File: config.mk
export PLATFORM = sky130hd
export DESIGN_NAME = utf8_display_width_meter_top
export DESIGN_NICKNAME = d
export VERILOG_FILES = /design/src/hw/rtl/u8dw_pkg.sv /design/src/hw/rtl/u8dw_front.sv /design/src/hw/rtl/u8dw_fifo.sv /design/src/hw/rtl/u8dw_back.sv /design/src/hw/rtl/utf8_display_width_meter_top.sv
export SDC_FILE = /design/constraint.sdc
export NUM_CORES = 1
export LEC_CHECK = 0
export ABC_CLOCK_PERIOD_IN_PS = 15000
export BUFFER_PORTS_ARGS = -buffer_cell sky130_fd_sc_hd__buf_4
export CAP_MARGIN = 40
export CORE_MARGIN = 3
export CORE_UTILIZATION = 57
export CTS_CLUSTER_SIZE = 14
export DETAILED_ROUTE_END_ITERATION = 10
export PLACE_DENSITY_LB_ADDON = 0.2
export SYNTH_ARGS = -nofsm -noshare
export SYNTH_HDL_FRONTEND = slang
export SYNTH_HIERARCHICAL = 1
export SYNTH_SLANG_ARGS = --single-unit
File: constraint.sdc
create_clock -name clk_i -period 15 [get_ports clk_i]
set_input_delay 2.25 -clock clk_i [delete_from_list [all_inputs] [get_ports clk_i]]
set_output_delay 2.25 -clock clk_i [all_outputs]
set_load 0.01 [all_outputs]
File: src/hw/rtl/u8dw_pkg.sv
package u8dw_pkg;

  localparam int unsigned SumBits = 16;
  localparam int unsigned CpBits  = 21;
  localparam int unsigned OutBits = 16;

  // Lead byte class boundaries.
  localparam logic [7:0] LeadTwo   = 8'h80;
  localparam logic [7:0] LeadThree = 8'hE0;
  localparam logic [7:0] LeadFour  = 8'hF0;

  // Display width codes.
  localparam logic [1:0] ColsNone   = 2'd0;
  localparam logic [1:0] ColsNarrow = 2'd1;
  localparam logic [1:0] ColsWide   = 2'd2;

  typedef logic [CpBits-1:0] cp_t;

  // One word handed from the decoder to the accumulator.
  typedef struct packed {
    logic       cp_valid;
    cp_t        cp;
    logic [2:0] len;
    logic       eos;
    logic       trunc;
  } evt_t;

  function automatic logic wide_char(cp_t c);
    logic w;
    w = (c >= 21'h01100 && c <= 21'h0115F)
     || (c == 21'h02329) || (c == 21'h0232A)
     || (c >= 21'h02E80 && c <= 21'h0A4CF && c != 21'h0303F)
     || (c >= 21'h0AC00 && c <= 21'h0D7A3)
     || (c >= 21'h0F900 && c <= 21'h0FAFF)
     || (c >= 21'h0FE10 && c <= 21'h0FE19)
     || (c >= 21'h0FE30 && c <= 21'h0FE6F)
     || (c >= 21'h0FF00 && c <= 21'h0FF60)
     || (c >= 21'h0FFE0 && c <= 21'h0FFE6)
     || (c >= 21'h20000 && c <= 21'h2FFFD)
     || (c >= 21'h30000 && c <= 21'h3FFFD);
    return w;
  endfunction

  function automatic logic [1:0] char_cols(cp_t c);
    logic [1:0] r;
    if (c == '0) begin
      r = ColsNone;
    end else if (wide_char(c)) begin
      r = ColsWide;
    end else begin
      r = ColsNarrow;
    end
    return r;
  endfunction

endpackage

File: src/hw/rtl/u8dw_front.sv
module u8dw_front (
  input  logic            clk_i,
  input  logic            rst_ni,
  input  logic            in_valid_i,
  output logic            in_ready_o,
  input  logic [7:0]      data_byte_i,
  input  logic            end_of_string_i,
  output logic            evt_valid_o,
  input  logic            evt_ready_i,
  output u8dw_pkg::evt_t  evt_o
);
  import u8dw_pkg::*;

  logic [1:0] rem_q, rem_d, rem_n;
  logic [2:0] len_q, len_d, len_n;
  cp_t        part_q, part_d, part_n;
  logic       done;
  logic       accept;

  always_comb begin
    if (rem_q == 2'd0) begin
      if (data_byte_i < LeadTwo) begin
        len_n  = 3'd1;
        part_n = CpBits'(data_byte_i);
      end else if (data_byte_i < LeadThree) begin
        len_n  = 3'd2;
        part_n = CpBits'(data_byte_i[4:0]);
      end else if (data_byte_i < LeadFour) begin
        len_n  = 3'd3;
        part_n = CpBits'(data_byte_i[3:0]);
      end else begin
        len_n  = 3'd4;
        part_n = CpBits'(data_byte_i[2:0]);
      end
      rem_n = 2'(len_n - 3'd1);
    end else begin
      len_n  = len_q;
      part_n = {part_q[CpBits-7:0], data_byte_i[5:0]};
      rem_n  = rem_q - 2'd1;
    end
  end

  assign done       = (rem_n == 2'd0);
  assign in_ready_o = evt_ready_i;
  assign accept     = in_valid_i && evt_ready_i;

  // A word goes to the queue only when a codepoint completes or the string ends.
  assign evt_valid_o    = in_valid_i && (done || end_of_string_i);
  assign evt_o.cp_valid = done;
  assign evt_o.cp       = done ? part_n : '0;
  assign evt_o.len      = done ? len_n : 3'd0;
  assign evt_o.eos      = end_of_string_i;
  assign evt_o.trunc    = end_of_string_i && !done;

  always_comb begin
    rem_d  = rem_q;
    len_d  = len_q;
    part_d = part_q;
    if (accept) begin
      if (end_of_string_i || done) begin
        rem_d  = 2'd0;
        len_d  = 3'd0;
        part_d = '0;
      end else begin
        rem_d  = rem_n;
        len_d  = len_n;
        part_d = part_n;
      end
    end
  end

  always_ff @(posedge clk_i or negedge rst_ni) begin
    if (!rst_ni) begin
      rem_q  <= 2'd0;
      len_q  <= 3'd0;
      part_q <= '0;
    end else begin
      rem_q  <= rem_d;
      len_q  <= len_d;
      part_q <= part_d;
    end
  end

endmodule

File: src/hw/rtl/u8dw_fifo.sv
module u8dw_fifo (
  input  logic            clk_i,
  input  logic            rst_ni,
  input  logic            push_i,
  input  u8dw_pkg::evt_t  push_data_i,
  output logic            full_o,
  input  logic            pop_i,
  output logic            empty_o,
  output u8dw_pkg::evt_t  pop_data_o
);
  import u8dw_pkg::*;

  evt_t       mem_q [2];
  logic       wr_ptr_q, wr_ptr_d;
  logic       rd_ptr_q, rd_ptr_d;
  logic [1:0] cnt_q, cnt_d;

  assign full_o     = (cnt_q == 2'd2);
  assign empty_o    = (cnt_q == 2'd0);
  assign pop_data_o = mem_q[rd_ptr_q];

  always_comb begin
    wr_ptr_d = push_i ? !wr_ptr_q : wr_ptr_q;
    rd_ptr_d = pop_i ? !rd_ptr_q : rd_ptr_q;
    cnt_d    = cnt_q + 2'(push_i) - 2'(pop_i);
  end

  always_ff @(posedge clk_i) begin
    if (push_i) begin
      mem_q[wr_ptr_q] <= push_data_i;
    end
  end

  always_ff @(posedge clk_i or negedge rst_ni) begin
    if (!rst_ni) begin
      wr_ptr_q <= 1'b0;
      rd_ptr_q <= 1'b0;
      cnt_q    <= 2'd0;
    end else begin
      wr_ptr_q <= wr_ptr_d;
      rd_ptr_q <= rd_ptr_d;
      cnt_q    <= cnt_d;
    end
  end

endmodule

File: src/hw/rtl/u8dw_back.sv
module u8dw_back #(
  parameter int unsigned SUM_BITS = u8dw_pkg::SumBits
) (
  input  logic                           clk_i,
  input  logic                           rst_ni,
  input  logic                           empty_i,
  input  u8dw_pkg::evt_t                 evt_i,
  output logic                           pop_o,
  output logic                           out_valid_o,
  input  logic                           out_ready_i,
  output logic                           codepoint_valid_o,
  output logic [u8dw_pkg::CpBits-1:0]    codepoint_o,
  output logic [2:0]                     byte_count_o,
  output logic [1:0]                     char_width_o,
  output logic                           string_done_o,
  output logic [u8dw_pkg::OutBits-1:0]   total_width_o,
  output logic [u8dw_pkg::OutBits-1:0]   padding_total_o,
  output logic                           truncated_o
);
  import u8dw_pkg::*;

  logic [SUM_BITS-1:0] wsum_q, wsum_d, psum_q, psum_d;
  logic [SUM_BITS-1:0] wsum_n, psum_n;
  logic [SUM_BITS:0]   wadd, padd;
  logic [1:0]          cols;
  logic [2:0]          pad_amt;
  logic                out_valid_q;

  logic                cpv_q, done_q, trunc_q;
  cp_t                 cp_q;
  logic [2:0]          len_q;
  logic [1:0]          cols_q;
  logic [OutBits-1:0]  tw_q, pt_q;

  // The output register is free when empty or being taken this cycle.
  assign pop_o = !empty_i && (!out_valid_q || out_ready_i);

  assign cols    = evt_i.cp_valid ? char_cols(evt_i.cp) : ColsNone;
  assign pad_amt = evt_i.len - 3'(cols);

  always_comb begin
    wadd = {1'b0, wsum_q} + (SUM_BITS+1)'(cols);
    padd = {1'b0, psum_q} + (SUM_BITS+1)'(pad_amt);
    wsum_n = wadd[SUM_BITS] ? '1 : wadd[SUM_BITS-1:0];
    if (evt_i.cp_valid && evt_i.cp != '0) begin
      psum_n = padd[SUM_BITS] ? '1 : padd[SUM_BITS-1:0];
    end else begin
      psum_n = psum_q;
    end
    wsum_d = wsum_q;
    psum_d = psum_q;
    if (pop_o) begin
      wsum_d = evt_i.eos ? '0 : wsum_n;
      psum_d = evt_i.eos ? '0 : psum_n;
    end
  end

  always_ff @(posedge clk_i or negedge rst_ni) begin
    if (!rst_ni) begin
      wsum_q      <= '0;
      psum_q      <= '0;
      out_valid_q <= 1'b0;
    end else begin
      wsum_q <= wsum_d;
      psum_q <= psum_d;
      if (pop_o) begin
        out_valid_q <= 1'b1;
      end else if (out_ready_i) begin
        out_valid_q <= 1'b0;
      end
    end
  end

  always_ff @(posedge clk_i) begin
    if (pop_o) begin
      cpv_q   <= evt_i.cp_valid;
      cp_q    <= evt_i.cp;
      len_q   <= evt_i.len;
      cols_q  <= cols;
      done_q  <= evt_i.eos;
      trunc_q <= evt_i.trunc;
      tw_q    <= evt_i.eos ? OutBits'(wsum_n) : '0;
      pt_q    <= evt_i.eos ? OutBits'(psum_n) : '0;
    end
  end

  assign out_valid_o       = out_valid_q;
  assign codepoint_valid_o = cpv_q;
  assign codepoint_o       = cp_q;
  assign byte_count_o      = len_q;
  assign char_width_o      = cols_q;
  assign string_done_o     = done_q;
  assign total_width_o     = tw_q;
  assign padding_total_o   = pt_q;
  assign truncated_o       = trunc_q;

endmodule

File: src/hw/rtl/utf8_display_width_meter_top.sv
// UTF-8 display width meter.
// The input channel takes one byte of a UTF-8 string per word, with
// end_of_string_i marking the last byte. The output channel gives one word
// for each completed codepoint (value, byte count, display columns) and one
// on the final byte carrying the string totals and the truncation flag;
// both can share a single word. Bytes that complete nothing give no word.
// A byte is accepted every cycle while the queue is not full. The decoder
// pushes its word into a two-entry queue at the accepting edge, and the
// accumulator moves it into the output register once that register is
// free. Sustained rate is one byte per clock while the receiver is ready.
// If the receiver stalls, the output register holds its word and the queue
// absorbs the following ones; input ready falls once the queue is full.
// Reset clears the decoder state, the queue and both running sums; the
// block then waits for the lead byte of a new string.
module utf8_display_width_meter_top #(
  parameter int unsigned SUM_BITS = u8dw_pkg::SumBits
) (
  input  logic                          clk_i,
  input  logic                          rst_ni,
  input  logic                          in_valid_i,
  output logic                          in_ready_o,
  input  logic [7:0]                    data_byte_i,
  input  logic                          end_of_string_i,
  output logic                          out_valid_o,
  input  logic                          out_ready_i,
  output logic                          codepoint_valid_o,
  output logic [u8dw_pkg::CpBits-1:0]   codepoint_o,
  output logic [2:0]                    byte_count_o,
  output logic [1:0]                    char_width_o,
  output logic                          string_done_o,
  output logic [u8dw_pkg::OutBits-1:0]  total_width_o,
  output logic [u8dw_pkg::OutBits-1:0]  padding_total_o,
  output logic                          truncated_o
);
  import u8dw_pkg::*;

  evt_t front_evt, back_evt;
  logic front_evt_valid, push, full, empty, pop;

  assign push = front_evt_valid && !full;

  u8dw_front u_front (
    .clk_i           (clk_i),
    .rst_ni          (rst_ni),
    .in_valid_i      (in_valid_i),
    .in_ready_o      (in_ready_o),
    .data_byte_i     (data_byte_i),
    .end_of_string_i (end_of_string_i),
    .evt_valid_o     (front_evt_valid),
    .evt_ready_i     (!full),
    .evt_o           (front_evt)
  );

  u8dw_fifo u_fifo (
    .clk_i       (clk_i),
    .rst_ni      (rst_ni),
    .push_i      (push),
    .push_data_i (front_evt),
    .full_o      (full),
    .pop_i       (pop),
    .empty_o     (empty),
    .pop_data_o  (back_evt)
  );

  u8dw_back #(
    .SUM_BITS (SUM_BITS)
  ) u_back (
    .clk_i             (clk_i),
    .rst_ni            (rst_ni),
    .empty_i           (empty),
    .evt_i             (back_evt),
    .pop_o             (pop),
    .out_valid_o       (out_valid_o),
    .out_ready_i       (out_ready_i),
    .codepoint_valid_o (codepoint_valid_o),
    .codepoint_o       (codepoint_o),
    .byte_count_o      (byte_count_o),
    .char_width_o      (char_width_o),
    .string_done_o     (string_done_o),
    .total_width_o     (total_width_o),
    .padding_total_o   (padding_total_o),
    .truncated_o       (truncated_o)
  );

  // Every word has a reason: a codepoint, the end of the string, or both.
  a_word_has_reason: assert property (@(posedge clk_i) disable iff (!rst_ni)
    out_valid_o |-> (codepoint_valid_o || string_done_o))
    else $error("output word carries neither a codepoint nor string end");

  // A truncated string cannot also complete a codepoint on its final byte.
  a_trunc_alone: assert property (@(posedge clk_i) disable iff (!rst_ni)
    (out_valid_o && truncated_o) |-> (string_done_o && !codepoint_valid_o))
    else $error("truncation flag on a word that is not a bare string end");

  // Byte count stays within the lead classes and NUL alone has no width.
  a_cp_fields: assert property (@(posedge clk_i) disable iff (!rst_ni)
    (out_valid_o && codepoint_valid_o) |->
      (byte_count_o >= 3'd1 && byte_count_o <= 3'd4 &&
       ((char_width_o == ColsNone) == (codepoint_o == '0))))
    else $error("codepoint word has inconsistent byte count or width");

  // No word is lost: a full queue never sees the input accepted.
  a_no_overrun: assert property (@(posedge clk_i) disable iff (!rst_ni)
    full |-> !in_ready_o)
    else $error("input accepted while the queue is full");

endmodule

==> impl_metrics.env <==
export IMPL_outcome="finished clean"
export IMPL_post_cts_buffers=0
export IMPL_synth_seq_area_share=0.586
export IMPL_setup_viol=0
export IMPL_cts_buffers=17
export IMPL_worst_pin_slew_ns=0.980
export IMPL_holdPathEnd="u_front/len_q[2]"
export IMPL_clk_path_buf_depth=2
export IMPL_clk_latency_ns=0.43
export IMPL_timing_rr_start="u_fifo/rd_ptr_q"
export IMPL_ys_ff_latch=172
export IMPL_fillers=1057
export IMPL_vias=5695
export IMPL_drive_gt1_frac=0.215
export IMPL_max_clock_freq_mhz=162
export IMPL_crit_path_end_kind="register"
export IMPL_cts_tree="done"
export IMPL_grt_antenna_before_repair=0
export IMPL_synth_area_top_cells="edfxtp_1 41%, dfrtp_1 17%, mux2_4 3.4%"
export IMPL_synth_top_area_frac=0.415
export IMPL_startpoint_type="register"
export IMPL_hold_viol_final=0
export IMPL_worstSetupPathType="register to register"
export IMPL_num_rows=43
export IMPL_slew_headroom=0.347
export IMPL_cellPowerDensity_nw_per_um2=190
export IMPL_r2r_cells=15
export IMPL_grt_total_usage=0.226
export IMPL_yosysUniqueCellTypes=83
export IMPL_cpPeakStageDelay_ns=0.65
export IMPL_syn_inst=676
export IMPL_cp_top_family="simple AND/OR/NAND/NOR gates"
export IMPL_fin_crit_ns=6.18
export IMPL_whs_path_depth=1
export IMPL_htree_levels=4
export IMPL_top_level_ports=76
export IMPL_grt_max_degree=65
export IMPL_fin_skew_ns=0.00857
export IMPL_async_flop_share=0.331
export IMPL_yosysWarnings=6
export IMPL_setup_tns_ns=0
export IMPL_wirelength_mm=17.8
export IMPL_io_buffer_count=75
export IMPL_die_w_um=127
export IMPL_syn_avg_cell_area_sq_um=12.3
export IMPL_hpwl_mm=11.7
export IMPL_chipHeight_um=127
export IMPL_via_per_inst=6.16
export IMPL_die_area_sq_um=16100
export IMPL_initial_core_util=0.591
export IMPL_setup_ws_ns=8.82
export IMPL_rsz0062_at_grt="no"
export IMPL_cp_arrival_ns=6.44
export IMPL_slew_viol_final=0
export IMPL_core_area_sq_um=14100
export IMPL_crit_required_ns=15.26
export IMPL_synth_nets=701
export IMPL_area_growth_synth_to_final_pct=13.7
export IMPL_nets=757
export IMPL_reg2reg_to="u_back/padding_total_o[15]"
export IMPL_worstPathMaxFanout=20
export IMPL_ant_nets=0
export IMPL_path_cells="buf_4 -> mux2_4 -> nor4_1 -> or4b_4 -> o21ai_4 -> nor2_1 -> ha_1 -> fa_1 -> fa_1 -> nor2b_1 -> o211ai_1 -> or3_1 -> or2_1 -> and3_1 -> nor3_1"
export IMPL_crit_buf_inv=1
export IMPL_pre_cts_ws_ns=8.88
export IMPL_period_share=0.412
export IMPL_drc=0
export IMPL_grt_overflow=0
export IMPL_hold_buffers=0
export IMPL_n_antenna_cell=0
export IMPL_initialDrtViolationCount=621
export IMPL_grt_pass1_vias=5515
export IMPL_layout_common_cells="115 x edfxtp_1, 81 x buf_4, 57 x dfrtp_1"
export IMPL_p_leak_nw=3.75
export IMPL_rrSetupSlack_ns=8.82
export IMPL_ir_drop_mv=0.123
export IMPL_final_core_util=0.671
export IMPL_min_path_type="register to register"
export IMPL_clk_pin_slew_ns=0.06
export IMPL_cts_sinks=172
export IMPL_synth_main_ff_cell="edfxtp_1"
export IMPL_yosysTopAreaCell="edfxtp_1"
export IMPL_final_common_cell="edfxtp_1"
export IMPL_p_total_mw=1.80
export IMPL_gp_congestion=0.844
export IMPL_hold_start="u_front/len_q[2]"
export IMPL_crit_top_cell="fa_1"
export IMPL_synth_area_sq_um=8330
export IMPL_detail_route_wl_per_cell_um=19.2
export IMPL_cap_violations=0
export IMPL_synth_edf_count=115
export IMPL_crit_slowest_cell="or3_1"
export IMPL_firstDrtPassIters=5
export IMPL_post_cts_resized=0
export IMPL_grt_pass1_wl_mm=28.8
export IMPL_cts_root_buf="clkbuf_16"
## metal layers
| layer | GRT usage | vias to the layer above | part of all wire |
|---|---|---|---|
| met1 | 0.320 | 2823 | 0.45 |
| met4 | 0.0618 | 0 | 0.011 |
| met3 | 0.0522 | 19 | 0.057 |
| met2 | 0.356 | 183 | 0.48 |
| met5 | 0 | - | 0 |
| li1 | - | 2670 | - |
## cells by family after synthesis
family	share of synthesized area
simple gates	0.145
flops	0.586
compound gates	0.137
buf+inv	0.0391
mux	0.0511
xor+xnor	0.0207
fa+ha+maj	0.0207
## final cells by class
type | count | area, sq um | share of cell area
inverters | 21 | 80.1 | 0.00846
clock inverters | 11 | 97.6 | 0.0103
flip-flops and latches | 172 | 4880 | 0.516
multi-input cells | 439 | 3120 | 0.330
clock buffers | 21 | 450 | 0.0476
repair buffers | 81 | 608 | 0.0643
well taps | 180 | 225 | 0.0238
## report_power, final
part	switching, mW	total (mW)	internal (mW)
Sequential	0.0558	0.726	0.670
Clock	0.179	0.411	0.232
Combinational	0.395	0.660	0.265
## cell usage after synthesis (all sizes together) (4+ instances only)
cell type and number:
edfxtp 115, dfrtp 57, a21oi 54, nand2 44, nor2 33, clkbuf 28
mux2 27, and2 25, nor3 24, inv 21, buf 16, a31oi 15
o21ai 15, a22o 14, nand3 13, nor2b 12, xor2 11, and3 10
ha 9, nand4 9, nand2b 8, o22a 8, a211oi 7, nor4 7
or3 7, xnor2 6, a31o 5, a32o 5, mux2i 5, o31ai 5
or2 5, a311oi 4, and4 4
## stage by stage
step                area [sq um]  std cells  hold WS, ns
detailed placement          8920        893        0.474
floorplan                   8330        676        0.450
CTS                         9460        925        0.497
finish                      9460        925        0.495
global route                9460        925        0.514
global placement            8920        893        0.467
## worst max path at each step
stage | end | slack [ns] | cells past startpoint | from
floorplan | u_fifo/cnt_q[1] | 9.02 | 9 | out_ready_i
global placement | u_back/padding_total_o[9] | 9.07 | 15 | u_fifo/rd_ptr_q
detailed placement | u_back/padding_total_o[15] | 8.88 | 15 | u_fifo/rd_ptr_q
CTS | u_back/padding_total_o[15] | 8.85 | 15 | u_fifo/rd_ptr_q
global route | u_back/padding_total_o[15] | 8.29 | 15 | u_fifo/rd_ptr_q
finish | u_back/padding_total_o[15] | 8.82 | 15 | u_fifo/rd_ptr_q
## registers in the layout, indices dropped and copies added (netlist names), 2 cells and up
| name | count |
|---|---|
| u_fifo/mem_q | 54 |
| u_back/codepoint_o | 21 |
| u_back/padding_total_o | 16 |
| u_back/psum_q | 16 |
| u_back/total_width_o | 16 |
| u_back/wsum_q | 16 |
| u_front/part_q | 15 |
| u_back/byte_count_o | 3 |
| u_front/len_q | 3 |
| u_back/char_width_o | 2 |
| u_fifo/cnt_q | 2 |
| u_front/rem_q | 2 |
No activity file was read; power rests on OpenSTA's default activity.
